===== src/sv/adsr_pkg.sv =====
package adsr_pkg;

  localparam int unsigned CHANNELS_DEF = 16;
  localparam int unsigned DIV_STEPS    = 17;
  localparam int unsigned ENTRY_W      = 60;

  localparam logic [15:0] FULL_SCALE = 16'hFFFF;
  localparam logic [24:0] TIMER_MAX  = 25'h1FFFFFF;

  // Register reset values
  localparam logic [23:0] ATTACK_RST  = 24'd0;
  localparam logic [23:0] DECAY_RST   = 24'd24000;
  localparam logic [15:0] SUSTAIN_RST = 16'd45875;
  localparam logic [23:0] RELEASE_RST = 24'd24000;
  localparam logic [9:0]  STEP_RST    = 10'd1;
  localparam logic [15:0] THRESH_RST  = 16'd1638;

  typedef enum logic [2:0] {
    SEG_IDLE    = 3'd0,
    SEG_ATTACK  = 3'd1,
    SEG_DECAY   = 3'd2,
    SEG_SUSTAIN = 3'd3,
    SEG_RELEASE = 3'd4
  } seg_e;

  typedef enum logic [2:0] {
    CFG_ATTACK  = 3'd0,
    CFG_DECAY   = 3'd1,
    CFG_SUSTAIN = 3'd2,
    CFG_RELEASE = 3'd3,
    CFG_STEP    = 3'd4,
    CFG_THRESH  = 3'd5
  } cfg_idx_e;

  // Controller to datapath
  typedef struct packed {
    logic load;
    logic eval;
    logic mul;
    logic dinit;
    logic dstep;
    logic level;
    logic vca;
    logic emit;
  } cmd_t;

  // Datapath to controller
  typedef struct packed {
    logic direct;
    logic out_free;
  } stat_t;

endpackage


===== src/sv/adsr_if.sv =====
interface adsr_in_if;
  logic        valid;
  logic        ready;
  logic [3:0]  channel;
  logic        channel_used;
  logic signed [15:0] gate_level;
  logic signed [15:0] vca_sample;

  modport source (output valid, channel, channel_used, gate_level, vca_sample, input ready);
  modport sink   (input valid, channel, channel_used, gate_level, vca_sample, output ready);
endinterface

interface adsr_out_if;
  logic        valid;
  logic        ready;
  logic [3:0]  out_channel;
  logic [15:0] envelope_level;
  logic signed [15:0] vca_output;
  logic [2:0]  segment_now;

  modport source (output valid, out_channel, envelope_level, vca_output, segment_now,
                  input ready);
  modport sink   (input valid, out_channel, envelope_level, vca_output, segment_now,
                  output ready);
endinterface


===== src/sv/poly_adsr_envelope_vca_unit.sv =====
// Polyphonic linear ADSR envelope with VCA. One transaction on item_i carries one sample of
// one voice channel and yields one transaction on result_o with the new envelope level,
// the scaled sample and the segment. Items are handled one at a time: an item on a ramp
// segment (attack, decay or release with a nonzero time) passes through the multiply and
// the bit-serial restoring divider that scales the ramp before its level is formed;
// idle, sustain, zero-time segments and channels beyond Channels skip both. A finished
// result waits in the output register while the next item is taken. Per-channel state sits
// in a single-port-read RAM with one valid bit per channel, so no clearing pass is needed.
module poly_adsr_envelope_vca_unit #(
  parameter int unsigned Channels = adsr_pkg::CHANNELS_DEF
) (
  input  logic        clk_i,
  input  logic        rst_ni,
  input  logic        cfg_we_i,
  input  logic [2:0]  cfg_idx_i,
  input  logic [23:0] cfg_data_i,
  adsr_in_if.sink     item_i,
  adsr_out_if.source  result_o
);

  adsr_pkg::cmd_t  cmd;
  adsr_pkg::stat_t stat;

  adsr_ctrl u_ctrl (
    .clk_i      (clk_i),
    .rst_ni     (rst_ni),
    .in_valid_i (item_i.valid),
    .in_ready_o (item_i.ready),
    .stat_i     (stat),
    .cmd_o      (cmd)
  );

  adsr_dp #(.Channels(Channels)) u_dp (
    .clk_i         (clk_i),
    .rst_ni        (rst_ni),
    .cfg_we_i      (cfg_we_i),
    .cfg_idx_i     (cfg_idx_i),
    .cfg_data_i    (cfg_data_i),
    .ch_i          (item_i.channel),
    .used_i        (item_i.channel_used),
    .gate_i        (item_i.gate_level),
    .vin_i         (item_i.vca_sample),
    .cmd_i         (cmd),
    .stat_o        (stat),
    .out_valid_o   (result_o.valid),
    .out_ready_i   (result_o.ready),
    .out_channel_o (result_o.out_channel),
    .envelope_o    (result_o.envelope_level),
    .vca_o         (result_o.vca_output),
    .segment_o     (result_o.segment_now)
  );

endmodule


===== src/sv/adsr_ram.sv =====
module adsr_ram #(
  parameter int unsigned Width = 8,
  parameter int unsigned Depth = 16
) (
  input  logic                                  clk_i,
  input  logic                                  we_i,
  input  logic [(Depth > 1 ? $clog2(Depth) : 1)-1:0] waddr_i,
  input  logic [Width-1:0]                      wdata_i,
  input  logic                                  re_i,
  input  logic [(Depth > 1 ? $clog2(Depth) : 1)-1:0] raddr_i,
  output logic [Width-1:0]                      rdata_o
);

  logic [Width-1:0] mem [Depth];
  logic [Width-1:0] rdata_q;

  always_ff @(posedge clk_i) begin
    if (we_i) begin
      mem[waddr_i] <= wdata_i;
    end
    if (re_i) begin
      rdata_q <= mem[raddr_i];
    end
  end

  assign rdata_o = rdata_q;

endmodule


===== src/sv/adsr_ctrl.sv =====
module adsr_ctrl (
  input  logic           clk_i,
  input  logic           rst_ni,
  input  logic           in_valid_i,
  output logic           in_ready_o,
  input  adsr_pkg::stat_t stat_i,
  output adsr_pkg::cmd_t  cmd_o
);

  typedef enum logic [2:0] {
    ST_IDLE, ST_READ, ST_MUL, ST_DINIT, ST_DIV, ST_LEVEL, ST_VCA, ST_EMIT
  } state_e;

  localparam int unsigned CntW = $clog2(adsr_pkg::DIV_STEPS);

  state_e         state_q;
  logic [CntW-1:0] cnt_q;

  // Sequencer: state and divider step count
  always_ff @(posedge clk_i or negedge rst_ni) begin
    if (!rst_ni) begin
      state_q <= ST_IDLE;
      cnt_q   <= '0;
    end else begin
      case (state_q)
        ST_IDLE:  if (in_valid_i) state_q <= ST_READ;
        ST_READ:  state_q <= stat_i.direct ? ST_LEVEL : ST_MUL;
        ST_MUL:   state_q <= ST_DINIT;
        ST_DINIT: begin
          cnt_q   <= '0;
          state_q <= ST_DIV;
        end
        ST_DIV: begin
          cnt_q <= cnt_q + 1'b1;
          if (cnt_q == CntW'(adsr_pkg::DIV_STEPS - 1)) state_q <= ST_LEVEL;
        end
        ST_LEVEL: state_q <= ST_VCA;
        ST_VCA:   state_q <= ST_EMIT;
        ST_EMIT:  if (stat_i.out_free) state_q <= ST_IDLE;
        default:  state_q <= ST_IDLE;
      endcase
    end
  end

  // Command decode
  always_comb begin
    cmd_o       = '0;
    in_ready_o  = (state_q == ST_IDLE);
    cmd_o.load  = (state_q == ST_IDLE) && in_valid_i;
    cmd_o.eval  = (state_q == ST_READ);
    cmd_o.mul   = (state_q == ST_MUL);
    cmd_o.dinit = (state_q == ST_DINIT);
    cmd_o.dstep = (state_q == ST_DIV);
    cmd_o.level = (state_q == ST_LEVEL);
    cmd_o.vca   = (state_q == ST_VCA);
    cmd_o.emit  = (state_q == ST_EMIT) && stat_i.out_free;
  end

endmodule


===== src/sv/adsr_dp.sv =====
module adsr_dp #(
  parameter int unsigned Channels = adsr_pkg::CHANNELS_DEF
) (
  input  logic               clk_i,
  input  logic               rst_ni,
  input  logic               cfg_we_i,
  input  logic [2:0]         cfg_idx_i,
  input  logic [23:0]        cfg_data_i,
  input  logic [3:0]         ch_i,
  input  logic               used_i,
  input  logic signed [15:0] gate_i,
  input  logic signed [15:0] vin_i,
  input  adsr_pkg::cmd_t     cmd_i,
  output adsr_pkg::stat_t    stat_o,
  output logic               out_valid_o,
  input  logic               out_ready_i,
  output logic [3:0]         out_channel_o,
  output logic [15:0]        envelope_o,
  output logic signed [15:0] vca_o,
  output logic [2:0]         segment_o
);

  localparam int unsigned AW = (Channels > 1) ? $clog2(Channels) : 1;
  localparam int unsigned EW = adsr_pkg::ENTRY_W;

  // Configuration registers
  logic [23:0]        atk_q, dec_q, rel_q;
  logic [15:0]        sus_q;
  logic [9:0]         step_q;
  logic signed [15:0] thr_q;

  always_ff @(posedge clk_i or negedge rst_ni) begin
    if (!rst_ni) begin
      atk_q  <= adsr_pkg::ATTACK_RST;
      dec_q  <= adsr_pkg::DECAY_RST;
      sus_q  <= adsr_pkg::SUSTAIN_RST;
      rel_q  <= adsr_pkg::RELEASE_RST;
      step_q <= adsr_pkg::STEP_RST;
      thr_q  <= adsr_pkg::THRESH_RST;
    end else if (cfg_we_i) begin
      case (adsr_pkg::cfg_idx_e'(cfg_idx_i))
        adsr_pkg::CFG_ATTACK:  atk_q  <= cfg_data_i;
        adsr_pkg::CFG_DECAY:   dec_q  <= cfg_data_i;
        adsr_pkg::CFG_SUSTAIN: sus_q  <= cfg_data_i[15:0];
        adsr_pkg::CFG_RELEASE: rel_q  <= cfg_data_i;
        adsr_pkg::CFG_STEP:    step_q <= cfg_data_i[9:0];
        adsr_pkg::CFG_THRESH:  thr_q  <= cfg_data_i[15:0];
        default: ;
      endcase
    end
  end

  // Captured transaction
  logic [3:0]         ch_q;
  logic               used_q;
  logic signed [15:0] gate_q, vin_q;

  always_ff @(posedge clk_i) begin
    if (cmd_i.load) begin
      ch_q   <= ch_i;
      used_q <= used_i;
      gate_q <= gate_i;
      vin_q  <= vin_i;
    end
  end

  logic [AW-1:0] addr;
  logic          in_range;
  assign addr     = AW'(ch_q);
  assign in_range = (32'(ch_q) < Channels);

  // Per-channel state: {segment, timer, level, start level}
  logic [EW-1:0]       rdata, wdata;
  logic [Channels-1:0] valid_q;
  logic                ram_we;

  adsr_ram #(.Width(EW), .Depth(Channels)) u_state (
    .clk_i   (clk_i),
    .we_i    (ram_we),
    .waddr_i (addr),
    .wdata_i (wdata),
    .re_i    (cmd_i.load),
    .raddr_i (AW'(ch_i)),
    .rdata_o (rdata)
  );

  // Entries never written read as zero
  logic               ent_ok;
  adsr_pkg::seg_e     cur_seg;
  logic [24:0]        cur_t;
  logic [15:0]        cur_lvl, cur_st;

  always_comb begin
    ent_ok  = in_range && valid_q[addr];
    cur_seg = ent_ok ? adsr_pkg::seg_e'(rdata[59:57]) : adsr_pkg::SEG_IDLE;
    cur_t   = ent_ok ? rdata[56:32] : '0;
    cur_lvl = ent_ok ? rdata[31:16] : '0;
    cur_st  = ent_ok ? rdata[15:0]  : '0;
  end

  // Segment transition
  logic           gate_hi;
  logic [25:0]    adv;
  logic [24:0]    t_adv, step25;
  adsr_pkg::seg_e seg_n;
  logic [24:0]    t_n;
  logic [15:0]    s_n, x_d, denv_d;
  logic [23:0]    d_d;
  logic           direct_d;

  always_comb begin
    gate_hi = used_q && (gate_q > thr_q);
    step25  = 25'(step_q);
    adv     = {1'b0, cur_t} + 26'(step_q);
    t_adv   = (adv > 26'(adsr_pkg::TIMER_MAX)) ? adsr_pkg::TIMER_MAX : adv[24:0];
    seg_n   = cur_seg;
    t_n     = cur_t;
    s_n     = cur_st;
    if (gate_hi) begin
      case (cur_seg)
        adsr_pkg::SEG_IDLE: begin
          seg_n = adsr_pkg::SEG_ATTACK;
          t_n   = step25;
        end
        adsr_pkg::SEG_ATTACK: begin
          t_n = t_adv;
          if (t_adv >= 25'(atk_q)) begin
            seg_n = adsr_pkg::SEG_DECAY;
            t_n   = t_adv - 25'(atk_q);
          end
        end
        adsr_pkg::SEG_DECAY: begin
          t_n = t_adv;
          if (t_adv >= 25'(dec_q)) seg_n = adsr_pkg::SEG_SUSTAIN;
        end
        adsr_pkg::SEG_RELEASE: begin
          seg_n = adsr_pkg::SEG_ATTACK;
          t_n   = step25;
          s_n   = cur_lvl;
        end
        default: ;
      endcase
    end else begin
      case (cur_seg)
        adsr_pkg::SEG_IDLE: ;
        adsr_pkg::SEG_RELEASE: begin
          t_n = t_adv;
          if (t_adv >= 25'(rel_q)) begin
            seg_n = adsr_pkg::SEG_IDLE;
            s_n   = '0;
          end
        end
        default: begin
          seg_n = adsr_pkg::SEG_RELEASE;
          t_n   = step25;
          s_n   = cur_lvl;
        end
      endcase
    end
    if (!in_range) seg_n = adsr_pkg::SEG_IDLE;

    // Ramp operands; segments without a ramp take their level directly
    x_d      = '0;
    d_d      = '0;
    direct_d = 1'b1;
    denv_d   = '0;
    case (seg_n)
      adsr_pkg::SEG_ATTACK: begin
        x_d      = adsr_pkg::FULL_SCALE - s_n;
        d_d      = atk_q;
        direct_d = (atk_q == '0);
        denv_d   = adsr_pkg::FULL_SCALE;
      end
      adsr_pkg::SEG_DECAY: begin
        x_d      = adsr_pkg::FULL_SCALE - sus_q;
        d_d      = dec_q;
        direct_d = (dec_q == '0);
        denv_d   = sus_q;
      end
      adsr_pkg::SEG_SUSTAIN: denv_d = sus_q;
      adsr_pkg::SEG_RELEASE: begin
        x_d      = s_n;
        d_d      = rel_q;
        direct_d = (rel_q == '0);
      end
      default: ;
    endcase
  end

  // Working registers
  adsr_pkg::seg_e     seg_q;
  logic [24:0]        t_q;
  logic [15:0]        s_q, x_q, denv_q, env_q;
  logic [23:0]        d_q;
  logic               direct_q, range_q, sat_q;
  logic [40:0]        num_q;
  logic [23:0]        rem_q;
  logic [16:0]        quo_q;
  logic signed [15:0] vout_q;

  logic [24:0] trial;
  logic        ge;
  logic [16:0] part;
  logic [17:0] sum;
  logic [15:0] env_d;
  logic [16:0] vin17, mag, pq;
  logic [32:0] prod;

  always_comb begin
    // One restoring divider step
    trial = {rem_q, quo_q[16]};
    ge    = (trial >= {1'b0, d_q});
    // Quotient, clamped above full scale
    part  = sat_q ? 17'h10000 : quo_q;
    sum   = {2'b00, s_q} + {1'b0, part};
    case (seg_q)
      adsr_pkg::SEG_ATTACK:
        env_d = (sum > 18'(adsr_pkg::FULL_SCALE)) ? adsr_pkg::FULL_SCALE : sum[15:0];
      adsr_pkg::SEG_DECAY:
        env_d = (part > 17'(adsr_pkg::FULL_SCALE)) ? 16'd0 :
                16'(17'(adsr_pkg::FULL_SCALE) - part);
      adsr_pkg::SEG_RELEASE:
        env_d = (part > {1'b0, s_q}) ? 16'd0 : 16'({1'b0, s_q} - part);
      default: env_d = '0;
    endcase
    if (direct_q) env_d = denv_q;
    // VCA: sign and magnitude
    vin17 = {vin_q[15], vin_q};
    mag   = vin_q[15] ? (17'd0 - vin17) : vin17;
    prod  = 33'(mag) * 33'(env_q);
    pq    = prod[32:16];
  end

  always_ff @(posedge clk_i) begin
    if (cmd_i.eval) begin
      seg_q    <= seg_n;
      t_q      <= t_n;
      s_q      <= s_n;
      x_q      <= x_d;
      d_q      <= d_d;
      direct_q <= direct_d || !in_range;
      denv_q   <= in_range ? denv_d : 16'd0;
      range_q  <= in_range;
    end
    if (cmd_i.mul) begin
      num_q <= 41'(t_q) * 41'(x_q);
    end
    if (cmd_i.dinit) begin
      sat_q <= (num_q >= {d_q, 17'd0});
      rem_q <= num_q[40:17];
      quo_q <= num_q[16:0];
    end
    if (cmd_i.dstep) begin
      rem_q <= ge ? 24'(trial - {1'b0, d_q}) : trial[23:0];
      quo_q <= {quo_q[15:0], ge};
    end
    if (cmd_i.level) begin
      env_q <= env_d;
    end
    if (cmd_i.vca) begin
      vout_q <= vin_q[15] ? 16'(17'd0 - pq) : pq[15:0];
    end
  end

  // Write back and valid bits
  assign ram_we = cmd_i.emit && range_q;
  assign wdata  = {seg_q, t_q, env_q, s_q};

  always_ff @(posedge clk_i or negedge rst_ni) begin
    if (!rst_ni) begin
      valid_q <= '0;
    end else if (ram_we) begin
      valid_q[addr] <= 1'b1;
    end
  end

  // Output register
  logic valid_out_q;

  always_ff @(posedge clk_i or negedge rst_ni) begin
    if (!rst_ni) begin
      valid_out_q <= 1'b0;
    end else if (cmd_i.emit) begin
      valid_out_q <= 1'b1;
    end else if (out_ready_i) begin
      valid_out_q <= 1'b0;
    end
  end

  always_ff @(posedge clk_i) begin
    if (cmd_i.emit) begin
      out_channel_o <= ch_q;
      envelope_o    <= env_q;
      vca_o         <= vout_q;
      segment_o     <= seg_q;
    end
  end

  assign out_valid_o     = valid_out_q;
  assign stat_o.direct   = direct_d || !in_range;
  assign stat_o.out_free = !valid_out_q || out_ready_i;

endmodule


===== src/flat_wrapper.sv =====
// flat-port wrapper written by rule: the top's interface ports become plain ports
module poly_adsr_envelope_vca_unit_flat 
#(
  parameter int unsigned Channels = adsr_pkg::CHANNELS_DEF
)
  (clk_i, rst_ni, cfg_we_i, cfg_idx_i, cfg_data_i, item_i_valid, item_i_channel, item_i_channel_used, item_i_gate_level, item_i_vca_sample, item_i_ready, result_o_valid, result_o_out_channel, result_o_envelope_level, result_o_vca_output, result_o_segment_now, result_o_ready);
  adsr_in_if item_i_i ();
  adsr_out_if result_o_i ();
  input  logic clk_i;
  input  logic rst_ni;
  input  logic cfg_we_i;
  input  logic [2:0] cfg_idx_i;
  input  logic [23:0] cfg_data_i;
  input wire logic [$bits(item_i_i.valid)-1:0] item_i_valid;
  input wire logic [$bits(item_i_i.channel)-1:0] item_i_channel;
  input wire logic [$bits(item_i_i.channel_used)-1:0] item_i_channel_used;
  input wire logic [$bits(item_i_i.gate_level)-1:0] item_i_gate_level;
  input wire logic [$bits(item_i_i.vca_sample)-1:0] item_i_vca_sample;
  output wire logic [$bits(item_i_i.ready)-1:0] item_i_ready;
  output wire logic [$bits(result_o_i.valid)-1:0] result_o_valid;
  output wire logic [$bits(result_o_i.out_channel)-1:0] result_o_out_channel;
  output wire logic [$bits(result_o_i.envelope_level)-1:0] result_o_envelope_level;
  output wire logic [$bits(result_o_i.vca_output)-1:0] result_o_vca_output;
  output wire logic [$bits(result_o_i.segment_now)-1:0] result_o_segment_now;
  input wire logic [$bits(result_o_i.ready)-1:0] result_o_ready;
  assign item_i_i.valid = item_i_valid;
  assign item_i_i.channel = item_i_channel;
  assign item_i_i.channel_used = item_i_channel_used;
  assign item_i_i.gate_level = item_i_gate_level;
  assign item_i_i.vca_sample = item_i_vca_sample;
  assign item_i_ready = item_i_i.ready;
  assign result_o_valid = result_o_i.valid;
  assign result_o_out_channel = result_o_i.out_channel;
  assign result_o_envelope_level = result_o_i.envelope_level;
  assign result_o_vca_output = result_o_i.vca_output;
  assign result_o_segment_now = result_o_i.segment_now;
  assign result_o_i.ready = result_o_ready;
  poly_adsr_envelope_vca_unit #(.Channels(Channels)) u_core (.clk_i(clk_i), .rst_ni(rst_ni), .cfg_we_i(cfg_we_i), .cfg_idx_i(cfg_idx_i), .cfg_data_i(cfg_data_i), .item_i(item_i_i), .result_o(result_o_i));
endmodule

===== config.mk =====
export PLATFORM = sky130hd
export DESIGN_NAME = poly_adsr_envelope_vca_unit_flat
export DESIGN_NICKNAME = d
export VERILOG_FILES = /design/src/sv/adsr_pkg.sv /design/src/sv/adsr_if.sv /design/src/sv/poly_adsr_envelope_vca_unit.sv /design/src/sv/adsr_ram.sv /design/src/sv/adsr_ctrl.sv /design/src/sv/adsr_dp.sv /design/src/flat_wrapper.sv
export SDC_FILE = /design/constraint.sdc
export NUM_CORES = 2
export LEC_CHECK = 0
export ABC_CLOCK_PERIOD_IN_PS = 23000
export BUFFER_PORTS_ARGS = -buffer_cell sky130_fd_sc_hd__buf_2
export CORE_ASPECT_RATIO = 0.6
export CORE_MARGIN = 2
export CORE_UTILIZATION = 45
export CTS_CLUSTER_DIAMETER = 120
export DETAILED_ROUTE_END_ITERATION = 7
export GPL_ROUTABILITY_DRIVEN = 0
export PLACE_DENSITY = 0.72
export SLEW_MARGIN = 20
export SYNTH_ARGS = -nofsm -noshare
export SYNTH_HDL_FRONTEND = slang
export SYNTH_HIERARCHICAL = 1
export SYNTH_SLANG_ARGS = --single-unit
export TNS_END_PERCENT = 50

===== constraint.sdc =====
create_clock -name clk_i -period 23 [get_ports clk_i]
set_clock_uncertainty 0.1 [all_clocks]
set_input_delay 6.9 -clock clk_i [delete_from_list [all_inputs] [get_ports clk_i]]
set_output_delay 6.9 -clock clk_i [all_outputs]
set_load 0.01 [all_outputs]

==> impl_metrics.toml <==
[synth]
yosys_register_bits = 1451
synth-main-ff-cell = "edfxtp_1"
ys_warn_count = 6
synth_area_mm2 = 0.0845
netlist_instances = 6435
synth_cell_types = 94
ys_top_cells_by_area = "edfxtp_1 (47%), fa_1 (13%), mux4_2 (6.4%), ha_1 (6.1%), inv_1 (3.5%)"
synthArstFlopShare_pct = 9.58
yosysTopAreaCellShare_pct = 46.6
synth_edf_count = 1312
syn_area_per_cell_um2 = 13.1
synth-seq-area-share_pct = 50.8
yosysTopAreaCell = "edfxtp_1"

[timing]
slew_headroom_pct = 17.0
worst_hold_slack_ps = 317
clock.fmax_mhz = 97.2
worst_pin_slew_ps = 1250
finalCritPeriodShare_pct = 44.7
fin_tns_setup_ps = 0
slew_violations = 0
final_hold_viol_count = 0
rsz0062_at_grt = "no"
min_period_ps = 10290
setup_viol = 0

[die]
fp.dieW_um = 563
initial_core_util_pct = 45.2
die_h_um = 340
ios = 110
row_count = 123
core_area_mm2 = 0.187
die_area_mm2 = 0.191

[clocking]
clock_sinks = 1451
cts_tree = "done"
clkTransAtPathRegs_ps = 70
root_buffer = "clkbuf_16"
worstSkewPairLatency_ps = 810
h-tree-depth = 4
cts_buffer_depth = 3
postCtsSetupRepairBufs = 0
numCtsBuffers = 140
cts_resized = 0
cts_hold_buffers = 0

[grt]
grt_overflow = 0
grt_pass1_vias = 54397
antenna_found_initial = 10
grt_max_degree = 73
grt_pass1_wl_um = 352000
grt_usage_pct = 24.6

[setup_path]
crit_slowest_cell = "o221ai_1"
critPathKind = "flop to flop"
cpMostUsedCell = "a21o_1"
critPathLaunchType = "flop"
cpPeakStageDelay_ps = 1170
rr_worst_depth = 29
path_max_fanout = 34
r2r_slack_ps = 12710
cp.arrival_ps = 10590
cp_data_required_time_ps = 23300
cp-end-kind = "flop"

[routing]
dr.first_iter.drc_count = 7585
postRouteAntennaNets = 0
num_vias = 55032
drt_wl_total_um = 235000
drt_first_pass_iters = 8
drc = 26
via_per_inst = 6.00
wire_per_inst_um = 25.6

[placement]
postPlaceCellArea_mm2 = 0.0883
port_buffers = 109
dpl.hpwl_um = 156000

[finish]
layout_common_cells = "edfxtp_1 (1312), inv_1 (781), nand2_1 (770)"
layout_commonest_cell = "edfxtp_1"
design_area_mm2 = 0.0931
layout-drive-gt1-share_pct = 13.4
nets = 7571
area.growth.synth_to_final_pct = 10.2

[outcome]
failed_checks = "design-rule violations"
run_status = "complete, but fails checks"

[worst_hold_path]
worstHoldPathType = "flop to flop"
worstHoldPathCells = 0

[job]
max_cap_viol_count = 0
==> kinds of logic (layout without fill, tap and decap cells) <==
| kind of cell | count (synthesis) | after routing | share of synthesized area (%) |
|---|---|---|---|
| compound gates | 924 | 924 | 7.38 |
| xor+xnor | 171 | 171 | 1.79 |
| fa+ha+maj | 946 | 946 | 18.7 |
| buf+inv | 1056 | 1281 | 4.87 |
| flops | 1451 | 1451 | 50.8 |
| mux | 365 | 365 | 8.01 |
| other cells | 2 | 19 | 0.00889 |
| simple gates | 1520 | 1520 | 8.44 |
==> cell usage after synthesis (all sizes together) (7+ instances only) <==
cell type / number
nand2: 770
a22oi: 131
a221oi: 13
o21bai: 30
clkbuf: 207
dfstp: 30
nand2b: 46
and2: 226
nor2: 167
mux2: 91
o21ai: 180
a21oi: 222
o221ai: 17
and3: 27
a22o: 20
o21a: 29
o31ai: 19
a31oi: 20
a21o: 80
a21boi: 7
a211oi: 23
edfxtp: 1312
xnor2: 114
nand4: 39
buf: 68
ha: 411
nand3b: 10
nor3: 52
a311oi: 8
dfrtp: 109
a222oi: 27
nor4: 28
xor2: 56
o22ai: 8
nand3: 51
or3: 17
a221o: 17
mux2i: 34
nor2b: 50
mux4: 240
a31o: 8
inv: 781
o211ai: 17
fa: 530
==> worst max-delay path: cells and delay by family, from the launching register on <==
kind                     cells  cell delay, ps
adder cells (fa/ha/maj)      2             700
multiplexers                 1             200
XOR/XNOR                     2             360
AO/OA/AOI/OAI               14            4540
flip-flops                   1             970
AND/OR/NAND/NOR              8            2500
buffers and inverters        2             450
==> per-layer routing <==
metal	routed length, um	track usage (%)	vias up
li1	-	-	23082
met5	87	0	-
met2	95900	33.8	3705
met3	36800	8.85	379
met4	5110	5.57	12
met1	96800	37.1	27854
==> sequential cells by signal, indices dropped and copies added (netlist names), 17 cells and up <==
register                     cells
u_core/u_dp/rem_q               24
u_core/u_dp/rel_q               24
u_core/u_dp/quo_q               17
u_core/u_dp/d_q                 24
u_core/u_dp/atk_q               24
u_core/u_dp/t_q                 25
u_core/u_dp/u_state/rdata_o     60
u_core/u_dp/dec_q               24
u_core/u_dp/u_state/mem        960
u_core/u_dp/num_q               41
==> cell type report <==
class,instances,area (um^2)
Sequential cell,1451,42900
Fill cell,15567,93900
Clock inverter,86,1050
Clock buffer,168,3690
Multi-Input combinational cell,3941,37800
Inverter,781,2930
Tap cell,2500,3130
Timing Repair Buffer,246,1610
Antenna cell,4,10.0
==> through the flow <==
| stage | std cells | utilization, % | worst slack, ps |
|---|---|---|---|
| CTS | 9170 | 49.8 | 12850 |
| finish | 9177 | 49.8 | 12710 |
| global route | 9174 | 49.8 | 12510 |
| detailed placement | 8916 | 47.2 | 12040 |
| floorplan | 6448 | - | 8650 |
| global placement | 8916 | 47.2 | 12160 |
==> path summary, 6_finish.rpt <==
path	from	endpoint
max	u_core/u_dp/addr[3]	u_core/u_dp/x_q[7]
min	u_core/u_dp/vout_q[11]	u_core/u_dp/vca_o[11]
max reg2reg	u_core/u_dp/addr[3]	u_core/u_dp/x_q[7]
min reg2reg	u_core/u_dp/vout_q[11]	u_core/u_dp/vca_o[11]
max in group asynchronous	rst_ni	u_core/u_dp/rel_q[23]
min in group asynchronous	rst_ni	u_core/u_dp/thr_q[12]
Power is left out: the tool's default activity adds up to more than one toggle a clock period on the data nets, which glitch-free logic cannot reach.
